===== src/jais_pkg.sv =====
`default_nettype none
// ----------------------------------------------------------------------------
// jais_pkg
// Shared codes and field widths for the jog axis and increment selector.
// ----------------------------------------------------------------------------
package jais_pkg;

  // Widths of the fields on the ports.
  localparam int ACTION_W     = 3;
  localparam int MASK_FIELD_W = 9;
  localparam int SLOT_IN_W    = 4;
  localparam int VALUE_W      = 32;
  localparam int AXIS_FIELD_W = 4;
  localparam int SLOT_FIELD_W = 3;
  localparam int INCR_FIELD_W = 20;
  localparam int LIMIT_W      = 20;

  // Action codes.
  localparam logic [ACTION_W-1:0] ACT_NEXT_AXIS  = 3'd0;
  localparam logic [ACTION_W-1:0] ACT_PREV_AXIS  = 3'd1;
  localparam logic [ACTION_W-1:0] ACT_SET_MASK   = 3'd2;
  localparam logic [ACTION_W-1:0] ACT_WRITE_INCR = 3'd3;
  localparam logic [ACTION_W-1:0] ACT_ADVANCE    = 3'd4;

  // Status codes.
  localparam logic STATUS_OK     = 1'b0;
  localparam logic STATUS_REJECT = 1'b1;

  // Reset values: 9.999 with 16 fraction bits, and axes 0, 1, 2 and 6 enabled.
  localparam logic [LIMIT_W-1:0]      LIMIT_RESET = 20'd655294;
  localparam logic [MASK_FIELD_W-1:0] MASK_RESET  = 9'd71;

endpackage : jais_pkg
`default_nettype wire


===== src/jais_slot_table.sv =====
`default_nettype none
// ----------------------------------------------------------------------------
// jais_slot_table
// Jog increment table with per-slot nonzero flags, one write port, one data
// read port and one nonzero probe port.
// ----------------------------------------------------------------------------
module jais_slot_table #(
  parameter int NUM_SLOTS  = 6,
  parameter int INCR_WIDTH = 20,
  parameter int SLOT_W     = $clog2(NUM_SLOTS)
) (
  input  wire logic                              clk,
  input  wire logic                              rst,
  input  wire logic                              wr_en,
  input  wire logic [SLOT_W-1:0]                 wr_addr,
  input  wire logic [INCR_WIDTH-1:0]             wr_data,
  input  wire logic [SLOT_W-1:0]                 rd_addr,
  output logic      [jais_pkg::INCR_FIELD_W-1:0] rd_data,
  input  wire logic [SLOT_W-1:0]                 probe_addr,
  output logic                                   probe_nonzero
);
  import jais_pkg::*;

  localparam int EXT_W = INCR_WIDTH + INCR_FIELD_W;

  logic [INCR_WIDTH-1:0] slot_mem [NUM_SLOTS];
  logic [NUM_SLOTS-1:0]  nonzero;
  logic [INCR_WIDTH-1:0] entry;
  logic [EXT_W-1:0]      entry_ext;

  // Entries are only trusted once flagged nonzero, so the data needs no reset.
  always_ff @(posedge clk) begin
    if (rst) begin
      nonzero <= '0;
    end else if (wr_en) begin
      nonzero[wr_addr] <= (wr_data != '0);
    end
  end

  always_ff @(posedge clk) begin
    if (wr_en) begin
      slot_mem[wr_addr] <= wr_data;
    end
  end

  always_comb begin
    entry         = nonzero[rd_addr] ? slot_mem[rd_addr] : '0;
    entry_ext     = EXT_W'(entry);
    rd_data       = entry_ext[INCR_FIELD_W-1:0];
    probe_nonzero = nonzero[probe_addr];
  end

endmodule : jais_slot_table
`default_nettype wire


===== src/jog_axis_increment_selector_core.sv =====
`default_nettype none
// ----------------------------------------------------------------------------
// jog_axis_increment_selector_core
// Keeps the selected jog axis, the axis enable mask, the jog increment table
// and the selected increment slot, and reports them after every action word.
// ----------------------------------------------------------------------------
// Sequence: set mask without snap, rejects and unused codes go from S_IDLE
// to S_DONE; a valid write passes S_CHECK first; axis moves, mask snaps,
// advance and searching writes pass S_SCAN, which probes one place a cycle.
// The result strobe is registered from S_DONE. Throughput: one word at a time;
// a new word is taken in the strobe cycle, and results cannot be stalled.
// Reset: synchronous, limit 9.999, axes 0, 1, 2 and 6 enabled, table empty.
// ----------------------------------------------------------------------------
module jog_axis_increment_selector_core #(
  parameter int NUM_AXES   = 9,
  parameter int NUM_SLOTS  = 6,
  parameter int INCR_WIDTH = 20
) (
  input  wire logic                              clk,
  input  wire logic                              rst,
  // Command channel.
  input  wire logic                              start,
  output logic                                   busy,
  input  wire logic [jais_pkg::ACTION_W-1:0]     action,
  input  wire logic [jais_pkg::MASK_FIELD_W-1:0] axis_mask,
  input  wire logic [jais_pkg::SLOT_IN_W-1:0]    slot_index,
  input  wire logic signed [jais_pkg::VALUE_W-1:0] increment_value,
  // Result channel.
  output logic                                   done,
  output logic [jais_pkg::AXIS_FIELD_W-1:0]      selected_axis,
  output logic [jais_pkg::SLOT_FIELD_W-1:0]      selected_slot,
  output logic [jais_pkg::INCR_FIELD_W-1:0]      active_increment,
  output logic                                   status,
  // Configuration channel: the increment limit.
  input  wire logic                              cfg_valid,
  output logic                                   cfg_ready,
  input  wire logic [jais_pkg::LIMIT_W-1:0]      cfg_data
);
  import jais_pkg::*;

  localparam int AXIS_W   = $clog2(NUM_AXES);
  localparam int SLOT_W   = $clog2(NUM_SLOTS);
  localparam int IDX_W    = (AXIS_W > SLOT_W) ? AXIS_W : SLOT_W;
  localparam int SCAN_MAX = (NUM_AXES > NUM_SLOTS) ? NUM_AXES : NUM_SLOTS;
  localparam int CNT_W    = $clog2(SCAN_MAX + 1);
  localparam int MEXT_W   = NUM_AXES + MASK_FIELD_W;
  localparam int SEXT_W   = SLOT_W + SLOT_FIELD_W;

  localparam logic [MEXT_W-1:0] MASK_RESET_EXT = MEXT_W'(MASK_RESET);

  typedef enum logic [1:0] {
    S_IDLE,
    S_SCAN,
    S_CHECK,
    S_DONE
  } state_t;

  state_t state;

  // Architectural state.
  logic [LIMIT_W-1:0]  increment_limit;
  logic [AXIS_W-1:0]   axis_sel;
  logic [NUM_AXES-1:0] enable_bits;
  logic [SLOT_W-1:0]   slot_sel;

  // Sequencer registers for the cyclic search.
  logic [IDX_W-1:0]    cand;
  logic [CNT_W-1:0]    cnt;
  logic                scan_fwd;
  logic                scan_axis;
  logic                zero_fallback;
  logic                status_r;

  // Input decode.
  logic [MEXT_W-1:0]   mask_ext;
  logic [NUM_AXES-1:0] mask_m;
  logic [VALUE_W-1:0]  incr_u;
  logic                incr_bad;
  logic                wr_en;
  logic                cmd_reject;

  // Shared step and probe unit.
  logic [IDX_W-1:0]    scan_last;
  logic [IDX_W-1:0]    nxt;
  logic                axis_hit;
  logic                hit;
  logic [SLOT_W-1:0]   probe_addr;
  logic                probe_nonzero;
  logic [INCR_FIELD_W-1:0] rd_data;
  logic [SEXT_W-1:0]   slot_ext;

  assign cfg_ready = 1'b1;
  assign busy      = (state != S_IDLE);

  // Only the low NUM_AXES bits of the offered mask count.
  always_comb begin
    mask_ext = MEXT_W'(axis_mask);
    mask_m   = mask_ext[NUM_AXES-1:0];
  end

  // A write is rejected for a slot past the table, a negative value, a value
  // above the limit, or a value too wide for the table entries.
  always_comb begin
    incr_u   = increment_value;
    incr_bad = ({1'b0, slot_index} >= (SLOT_IN_W + 1)'(NUM_SLOTS)) ||
               incr_u[VALUE_W-1] ||
               (incr_u > VALUE_W'(increment_limit)) ||
               ((incr_u >> INCR_WIDTH) != '0);
    wr_en    = (state == S_IDLE) && start && (action == ACT_WRITE_INCR) && !incr_bad;
  end

  // Status of the word being taken: a zero mask, a bad write or an unused
  // action code is rejected.
  always_comb begin
    case (action)
      ACT_NEXT_AXIS, ACT_PREV_AXIS, ACT_ADVANCE: cmd_reject = 1'b0;
      ACT_SET_MASK:   cmd_reject = (mask_m == '0);
      ACT_WRITE_INCR: cmd_reject = incr_bad;
      default:        cmd_reject = 1'b1;
    endcase
  end

  // The step unit moves the candidate one place, wrapping over the axes or the
  // slots; the probe then tests the enable bit or the slot's nonzero flag.
  always_comb begin
    scan_last = scan_axis ? IDX_W'(NUM_AXES - 1) : IDX_W'(NUM_SLOTS - 1);
    if (scan_fwd) begin
      nxt = (cand == scan_last) ? '0 : cand + 1'b1;
    end else begin
      nxt = (cand == '0) ? scan_last : cand - 1'b1;
    end
    axis_hit   = enable_bits[nxt[AXIS_W-1:0]];
    probe_addr = (state == S_CHECK) ? slot_sel : nxt[SLOT_W-1:0];
    hit        = scan_axis ? axis_hit : probe_nonzero;
    slot_ext   = SEXT_W'(slot_sel);
  end

  jais_slot_table #(
    .NUM_SLOTS (NUM_SLOTS),
    .INCR_WIDTH(INCR_WIDTH),
    .SLOT_W    (SLOT_W)
  ) u_table (
    .clk          (clk),
    .rst          (rst),
    .wr_en        (wr_en),
    .wr_addr      (slot_index[SLOT_W-1:0]),
    .wr_data      (incr_u[INCR_WIDTH-1:0]),
    .rd_addr      (slot_sel),
    .rd_data      (rd_data),
    .probe_addr   (probe_addr),
    .probe_nonzero(probe_nonzero)
  );

  // Sequencer, state and registered result.
  always_ff @(posedge clk) begin
    if (rst) begin
      state           <= S_IDLE;
      done            <= 1'b0;
      increment_limit <= LIMIT_RESET;
      axis_sel        <= '0;
      enable_bits     <= MASK_RESET_EXT[NUM_AXES-1:0];
      slot_sel        <= '0;
    end else begin
      done <= (state == S_DONE);
      if (cfg_valid) begin
        increment_limit <= cfg_data;
      end
      case (state)
        S_IDLE: begin
          if (start) begin
            status_r <= cmd_reject ? STATUS_REJECT : STATUS_OK;
            case (action)
              ACT_NEXT_AXIS, ACT_PREV_AXIS: begin
                cand      <= IDX_W'(axis_sel);
                cnt       <= CNT_W'(NUM_AXES);
                scan_fwd  <= (action == ACT_NEXT_AXIS);
                scan_axis <= 1'b1;
                state     <= S_SCAN;
              end
              ACT_SET_MASK: begin
                if (mask_m == '0) begin
                  state <= S_DONE;
                end else if (mask_m != enable_bits) begin
                  enable_bits <= mask_m;
                  if (!mask_m[axis_sel]) begin
                    // Start just before axis 0 so the first probe is axis 0.
                    cand      <= IDX_W'(NUM_AXES - 1);
                    cnt       <= CNT_W'(NUM_AXES);
                    scan_fwd  <= 1'b1;
                    scan_axis <= 1'b1;
                    state     <= S_SCAN;
                  end else begin
                    state <= S_DONE;
                  end
                end else begin
                  state <= S_DONE;
                end
              end
              ACT_WRITE_INCR: begin
                if (incr_bad) begin
                  state <= S_DONE;
                end else begin
                  state <= S_CHECK;
                end
              end
              ACT_ADVANCE: begin
                cand          <= IDX_W'(slot_sel);
                cnt           <= CNT_W'(NUM_SLOTS);
                scan_fwd      <= 1'b1;
                scan_axis     <= 1'b0;
                zero_fallback <= 1'b0;
                state         <= S_SCAN;
              end
              default: begin
                state <= S_DONE;
              end
            endcase
          end
        end
        S_CHECK: begin
          // After a write, an emptied selection searches from slot 1 on.
          if (probe_nonzero) begin
            state <= S_DONE;
          end else begin
            cand          <= '0;
            cnt           <= CNT_W'(NUM_SLOTS);
            scan_fwd      <= 1'b1;
            scan_axis     <= 1'b0;
            zero_fallback <= 1'b1;
            state         <= S_SCAN;
          end
        end
        S_SCAN: begin
          if (hit) begin
            if (scan_axis) begin
              axis_sel <= nxt[AXIS_W-1:0];
            end else begin
              slot_sel <= nxt[SLOT_W-1:0];
            end
            state <= S_DONE;
          end else if (cnt == CNT_W'(1)) begin
            // Nothing found: a write falls back to slot 0, others stay put.
            if (!scan_axis && zero_fallback) begin
              slot_sel <= '0;
            end
            state <= S_DONE;
          end else begin
            cand <= nxt;
            cnt  <= cnt - 1'b1;
          end
        end
        S_DONE: begin
          selected_axis    <= AXIS_FIELD_W'(axis_sel);
          selected_slot    <= slot_ext[SLOT_FIELD_W-1:0];
          active_increment <= rd_data;
          status           <= status_r;
          state            <= S_IDLE;
        end
        default: begin
          state <= S_IDLE;
        end
      endcase
    end
  end

endmodule : jog_axis_increment_selector_core
`default_nettype wire

===== config.mk =====
export PLATFORM = sky130hd
export DESIGN_NAME = jog_axis_increment_selector_core
export DESIGN_NICKNAME = d
export VERILOG_FILES = /design/src/jais_pkg.sv /design/src/jais_slot_table.sv /design/src/jog_axis_increment_selector_core.sv
export SDC_FILE = /design/constraint.sdc
export NUM_CORES = 1
export LEC_CHECK = 0
export BUFFER_PORTS_ARGS = -buffer_cell sky130_fd_sc_hd__buf_2
export CORE_UTILIZATION = 55
export DETAILED_ROUTE_END_ITERATION = 10
export PLACE_DENSITY_LB_ADDON = 0.2
export SETUP_SLACK_MARGIN = 0.2
export SYNTH_ARGS = -nofsm -noshare
export SYNTH_HDL_FRONTEND = slang
export SYNTH_SLANG_ARGS = --single-unit

===== constraint.sdc =====
create_clock -name clk -period 4.87 [get_ports clk]
set_input_delay 0.487 -clock clk [delete_from_list [all_inputs] [get_ports clk]]
set_output_delay 0.487 -clock clk [all_outputs]
set_load 0.005 [all_outputs]

# == Word-level counts from Yosys, hierarchy flattened ==
# Memory sizes are Yosys's and may differ from the RTL's. A register that Yosys moved wholly into a read port is not among the register bits.
# Cells that the tools add are included.
# totals
reg_bits,65
ram_bits,120
input_bits,72
out_inout_bits,31
wordCells,151
memories,1
# op_classes
addsub,3
order_cmp,8
eq_ne,21
muxes,67
n_bitwise,2
n_reduce_logical,33
# memory_table
memory,words,word_bits,read_ports,rd_clocked_by_memory_dff,wr,line_no,source
u_table.slot_mem,6,20,1,1,1,jais_slot_table.sv:26,logic [INCR_WIDTH-1:0] slot_mem [NUM_SLOTS];
# op_table
operator,count
two-way mux 4 bit,18
one-hot mux 4 bit (3 select lines),4
> comparator 32 x 20 -> 1 bit,1
nonzero test 32 bit,1
nonzero test 20 bit,1
two-way mux 1 bit,19
two-way mux 3 bit,5
two-way mux 2 bit,7
< comparator 3 x 4 -> 1 bit (second input constant),3
inequality test 3 bit (second input constant),4
< comparator 4 x 5 -> 1 bit (second input constant),2
inequality test 2 bit (second input constant),5
AND reduction 10 bit,1
AND reduction 5 bit,2
logical NOT 9 bit,1
inequality test 9 bit,1
one-hot mux 1 bit (3 select lines),3
binary-select mux 1 bit (select 4 bit),2
one-hot mux 2 bit (4 select lines),1
AND reduction 8 bit,1
nonzero test 2 bit,4
subtractor 4 x 1 -> 4 bit (second input constant),2
binary-select mux 1 bit (select 3 bit),2
bitwise mux 6 bit,1
other kinds (28),43

# == Longest topological paths before layout ==
# logic_depth
depth_word,10
depth_mapped,15
ltp_nobuf,11

# == Hierarchy ==
# Synthesis repeated with hierarchy kept, for this count alone.
# hier_totals
hier_cells,681
area_unflattened_um2,9410.3
# modules_own_cells
mod,n_inst,cells_each,area_per_inst_um2,seq_area_each_um2
jais_slot_table,1,255,5165.0,3723.6
jog_axis_increment_selector_core,1,426,4245.3,1981.9

# == Worst setup path after synthesis ==
# No wires, ideal clock.
# synth_path
path_type,in2reg
start,input port increment_value[1] (netlist name)
end,"memory u_table.slot_mem[2][0], enable pin"
setup_time_ps,431
arrival_ps,3634
required_time_ps,4439
slack_ps,804
stages,10
path_buffers,1
path_cell_list,ha_1 > nor2b_1 > o21a_1 > o21ai_1 > a21oi_1 > o31a_1 > o21ai_1 > and4_1 > clkbuf_1 > nor3b_1
# synth_via
elab_chain_cells,7
# synth_rtl
item,line_no,source
start: declaration,jog_axis_increment_selector_core.sv:27,"input wire logic signed [jais_pkg::VALUE_W-1:0] increment_value,"
> comparator 32 x 20 -> 1 bit,jog_axis_increment_selector_core.sv:107,(incr_u > VALUE_W'(increment_limit)) ||
logical OR 1 bit,jog_axis_increment_selector_core.sv:106,incr_u[VALUE_W-1] ||
logical OR 1 bit,jog_axis_increment_selector_core.sv:107,
logical NOT 1 bit,jog_axis_increment_selector_core.sv:109,wr_en = (state == S_IDLE) && start && (action == ACT_WRITE_INCR) && !incr_bad;
logical AND 1 bit,jog_axis_increment_selector_core.sv:109,
two-way mux 1 bit,jais_slot_table.sv:41,if (wr_en) begin
two-way mux 1 bit (not written as such),jais_slot_table.sv:42,slot_mem[wr_addr] <= wr_data;
end: declaration,jais_slot_table.sv:26,
# Every way passes these cells.

# == Worst setup path in the final report ==
# layout_path
start,register cand[0]
end,"register cnt[0], enable pin"
# layout_via
elab_chain_cells,9
word_cells_on_any_way,16
classes_between,add/sub: 2; eq/ne: 3; mux: 9; reduce/logical: 2
# layout_rtl
item,line_no,source
start: declaration,jog_axis_increment_selector_core.sv:67,logic [IDX_W-1:0] cand;
start signal: assignment,jog_axis_increment_selector_core.sv:174,cand <= IDX_W'(axis_sel);
start signal: assignment,jog_axis_increment_selector_core.sv:187,cand <= IDX_W'(NUM_AXES - 1);
start signal: assignment,jog_axis_increment_selector_core.sv:207,cand <= IDX_W'(slot_sel);
subtractor 4 x 1 -> 4 bit (tied with other cells),jog_axis_increment_selector_core.sv:130,nxt = (cand == '0) ? scan_last : cand - 1'b1;
"two-way mux 4 bit, on equally long branches","jog_axis_increment_selector_core.sv:130, jog_axis_increment_selector_core.sv:128",
two-way mux 4 bit (*),jog_axis_increment_selector_core.sv:127,if (scan_fwd) begin
two-way mux 3 bit,jog_axis_increment_selector_core.sv:133,probe_addr = (state == S_CHECK) ? slot_sel : nxt[SLOT_W-1:0];
binary-select mux 1 bit (select 3 bit),jais_slot_table.sv:50,probe_nonzero = nonzero[probe_addr];
two-way mux 1 bit (not written as such),jais_slot_table.sv:50,
two-way mux 1 bit,jog_axis_increment_selector_core.sv:134,hit = scan_axis ? axis_hit : probe_nonzero;
inequality test 2 bit (no source line),n/a,
AND reduction 10 bit (no source line) (*),n/a,
end signal: assignment,jog_axis_increment_selector_core.sv:175,cnt <= CNT_W'(NUM_AXES);
end signal: assignment,jog_axis_increment_selector_core.sv:188,cnt <= CNT_W'(NUM_AXES);
end signal: assignment,jog_axis_increment_selector_core.sv:208,cnt <= CNT_W'(NUM_SLOTS);
end: declaration,jog_axis_increment_selector_core.sv:68,logic [CNT_W-1:0] cnt;
# Mark *: on every way between the ends. The rest lies on a longest branch, timed or not. The select of a mux whose other input is x is not followed.
# A chain may end at the register's enable or synchronous reset.

==> metrics.md <==
| Metric | Value |
|---|---|
| Simple-Gate Fraction of Synth Area | `9.156%` |
| IO Pins | `103` |
| Post-synthesis sequential area ratio | `62.04%` |
| Post-synth ARST share | `0%` |
| Area share of fa/ha/maj cells after synthesis | `3.810%` |
| Hold_ws | `206.7 ps` |
| Req. time, crit path | `5060 ps` |
| Xor/xnor share of the synthesized area | `1.143%` |
| Syn_area_per_cell | `13.48 um2` |
| Top cell type's share of synthesized area | `52.24%` |
| CP startpoint kind | `register` |
| Worst Hold Depth | `3` |
| Crit path kind | `reg -> reg` |
| Root Driver | `clkbuf_16` |
| Unrepaired setup endpoints after global routing | `no` |
| Multiplexer share of the synthesized area | `11.43%` |
| Site row count | `46` |
| Leakage | `3.992 nW` |
| Post-CTS Setup Repair Bufs | `0` |
| Cells after synthesis | `682` |
| Tightest Hold Check Type | `in -> reg` |
| Slew @ Worst Pin | `1127 ps` |
| # fillers | `1,216` |
| Syn. warnings | `0` |
| Clk pin slew, worst setup/hold paths | `60 ps` |
| Slew Viols, Final | `0` |
| Power per cell area | `410.5 mW/mm2` |
| CTS buffer count | `21` |
| Fin crit share | `77.88%` |
| Setup TNS | `0 ps` |
| Synth top area cells | `edfxtp_1 52%, dfxtp_1 9.8%, mux4_2 5.6%` |
| Port Buffers | `101` |
| Final net count | `876` |
| Global-route wire length before repair | `30,860 um` |
| Routed wl met2 | `9070 um` |
| Residual DRC | `0` |
| Final WL | `19,190 um` |
| Fmax | `0.2637 GHz` |
| Post-Syn Area | `0.009196 mm2` |
| EDFF count, synth | `160` |
| Register bit count reported by yosys | `205` |
| Register-to-Register Path Depth | `12` |
| TritonRoute pass-1 iters | `4` |
| Overflow after GRT | `0` |
| Area growth, synth to finish | `14.76%` |
| Global Route Usage Sum | `22.80%` |
| Top sig layer | `met4` |
| Vias per cell | `5.825` |
| Initial antenna violation count | `0` |
| Hold-fix buffers, CTS | `0` |
| Clock Sinks | `205` |
| Fin. Hold Viols | `0` |
| CP Max Fanout | `11` |
| Net Count, Synth | `782` |
| Worst skew pair latency | `490 ps` |
| Critical R2R Capture | `cnt[0]` |
| Chip Height | `131.3 um` |
| Hold worst-path end | `increment_limit[4]` |
| Crit end category | `register` |
| Compound-Gate Fraction of Synth Area | `8.912%` |
| Setup-failing EPs final | `0` |
| Vias in the first global route | `5,852` |
| CTS tree | `yes` |
| Final worst clock skew | `17.40 ps` |
| CTS Buffer Depth | `3` |
| Full die area | `0.01724 mm2` |
| DP Wirelength | `13,090 um` |
| Share of cells above drive strength 1 | `22.50%` |
| Ant diodes | `0` |
| RR Startpoint | `cand[0]` |
| R2R Setup Slk | `1080 ps` |
| Cell variety after synth | `65` |
| Maxcap violations | `0` |
| Outcome | `completed` |
| Htree depth | `1` |
| Synth cell count leaders | `160 x edfxtp_1, 61 x nor2_1, 48 x mux2i_1` |
| Starting DRT DRC Count | `402` |
| CP arrival | `3980 ps` |
| DIE WIDTH | `131.3 um` |
| Synth Flop Type | `edfxtp_1` |
| Final antenna-violating net count | `0` |
| Cell accounting for the most synthesized area | `edfxtp_1` |
| Met3 wire length | `1213 um` |
| Via count | `5,866` |
| Starting density of the core | `57.07%` |
| M1 WL | `8636 um` |
| Relative slew slack | `22.73%` |
| Multi-input gate area | `0.003179 mm2` |
| CORE AREA | `0.01612 mm2` |
| Combinational family with the most area after synthesis | `multiplexers` |
| Max VDD drop | `0.2402 mV` |
| HP Start | `cfg_data[4]` |
| CTS resizes | `0` |
| Final GP Congestion | `0.8885` |
| Register Area | `0.005707 mm2` |
| Largest net degree at the start of global routing | `46` |
| Post-layout min period | `3793 ps` |
| Most numerous cell in the Yosys netlist | `edfxtp_1` |
| Routed length per instance | `19.06 um` |
[how the worst max path moves through the flow]
stage	startpoint	end	slack (ps)	depth (start not counted)
global placement	cand[0]	cnt[1]	1190	12
detailed placement	cand[0]	cnt[3]	1090	12
floorplan	increment_value[1]	u_table.slot_mem[2][0]	800	10
global route	cand[0]	cnt[0]	810	12
finish	cand[0]	cnt[0]	1080	12
CTS	cand[0]	cnt[3]	1090	12
[worst max-delay path: stages, from the launching register on]
cell,delay (ps)
edfxtp_1,530
inv_1,110
ha_1,310
or3b_4,430
a32o_1,240
or2_1,370
mux2_4,360
o2111ai_1,230
nand3_1,130
o21ai_1,90
nand2_1,80
a2111oi_2,380
buf_4,230
[final cells by class]
cell class,instances,share of cell area [%]
Clock buffer,29,5.548
Tap cell,216,2.561
Clock inverter,9,0.8773
Multi-Input combinational cell,401,30.12
Timing Repair Buffer,112,5.572
Inverter,35,1.245
Sequential cell,205,54.07
[per-layer routing]
| layer | vias to the layer above | global-route usage [%] |
|---|---|---|
| li1 | 2783 | - |
| met1 | 2841 | 32.85 |
| met2 | 218 | 37.12 |
| met3 | 24 | 2.701 |
| met4 | 0 | 5.556 |
| met5 | - | 0 |
[per-stage QoR]
stage | power [mW] | setup WS, ps | std cells | util (%) | instance area [um2]
after global placement | 2.770 | 1192 | 969 | 61.28 | 9876
after global routing | 4.515 | 807.8 | 1007 | 65.49 | 10550
after floorplan | 2.592 | 804.3 | 682 | - | 9196
final | 4.332 | 1077 | 1007 | 65.49 | 10550
after detailed placement | 2.797 | 1092 | 969 | 61.28 | 9876
after CTS | 4.352 | 1089 | 1007 | 65.49 | 10550
[flip-flops by register name, summed over array words and instances (netlist names), 2 cells and up]
signal,cells
axis_sel,4
cnt,4
active_increment,20
u_table.nonzero,6
slot_sel,3
selected_slot,3
state,2
u_table.slot_mem,120
increment_limit,20
enable_bits,9
selected_axis,4
cand,4
[where the power goes]
part	total [mW]	internal [mW]	leakage (nW)	switching [mW]
registers	2.06	1.98	1.83	0.0767
logic	0.713	0.286	1.83	0.427
clock network	1.56	0.944	0.331	0.619
[cell usage in the layout (no fill, tap or decap), drive strengths merged, types with 3 or more instances in the layout]
cell,instances
buf,112
ha,28
xor2,3
nor2,61
xnor2,9
nor3,8
nor4,8
clkbuf,29
and3,6
a21o,9
mux2,4
edfxtp,160
o211ai,20
clkinv,6
and2,3
nand2,46
nand4,9
a21oi,12
o21ai,12
a311oi,4
a211oi,24
a22oi,7
inv,36
dfxtp,45
nor2b,7
nand2b,4
nand3,7
mux4,23
o31a,3
mux2i,48
[cell families after synthesis]
logic type	count (synthesis)
adders and majority gates	28
xor gates and xnor gates	12
buffers and inverters	76
and+or+nand+nor	174
other	1
DFF	205
muxes	75
AOI/OAI and AO/OA	111
Note: power is estimated with default switching activity, not from simulation.
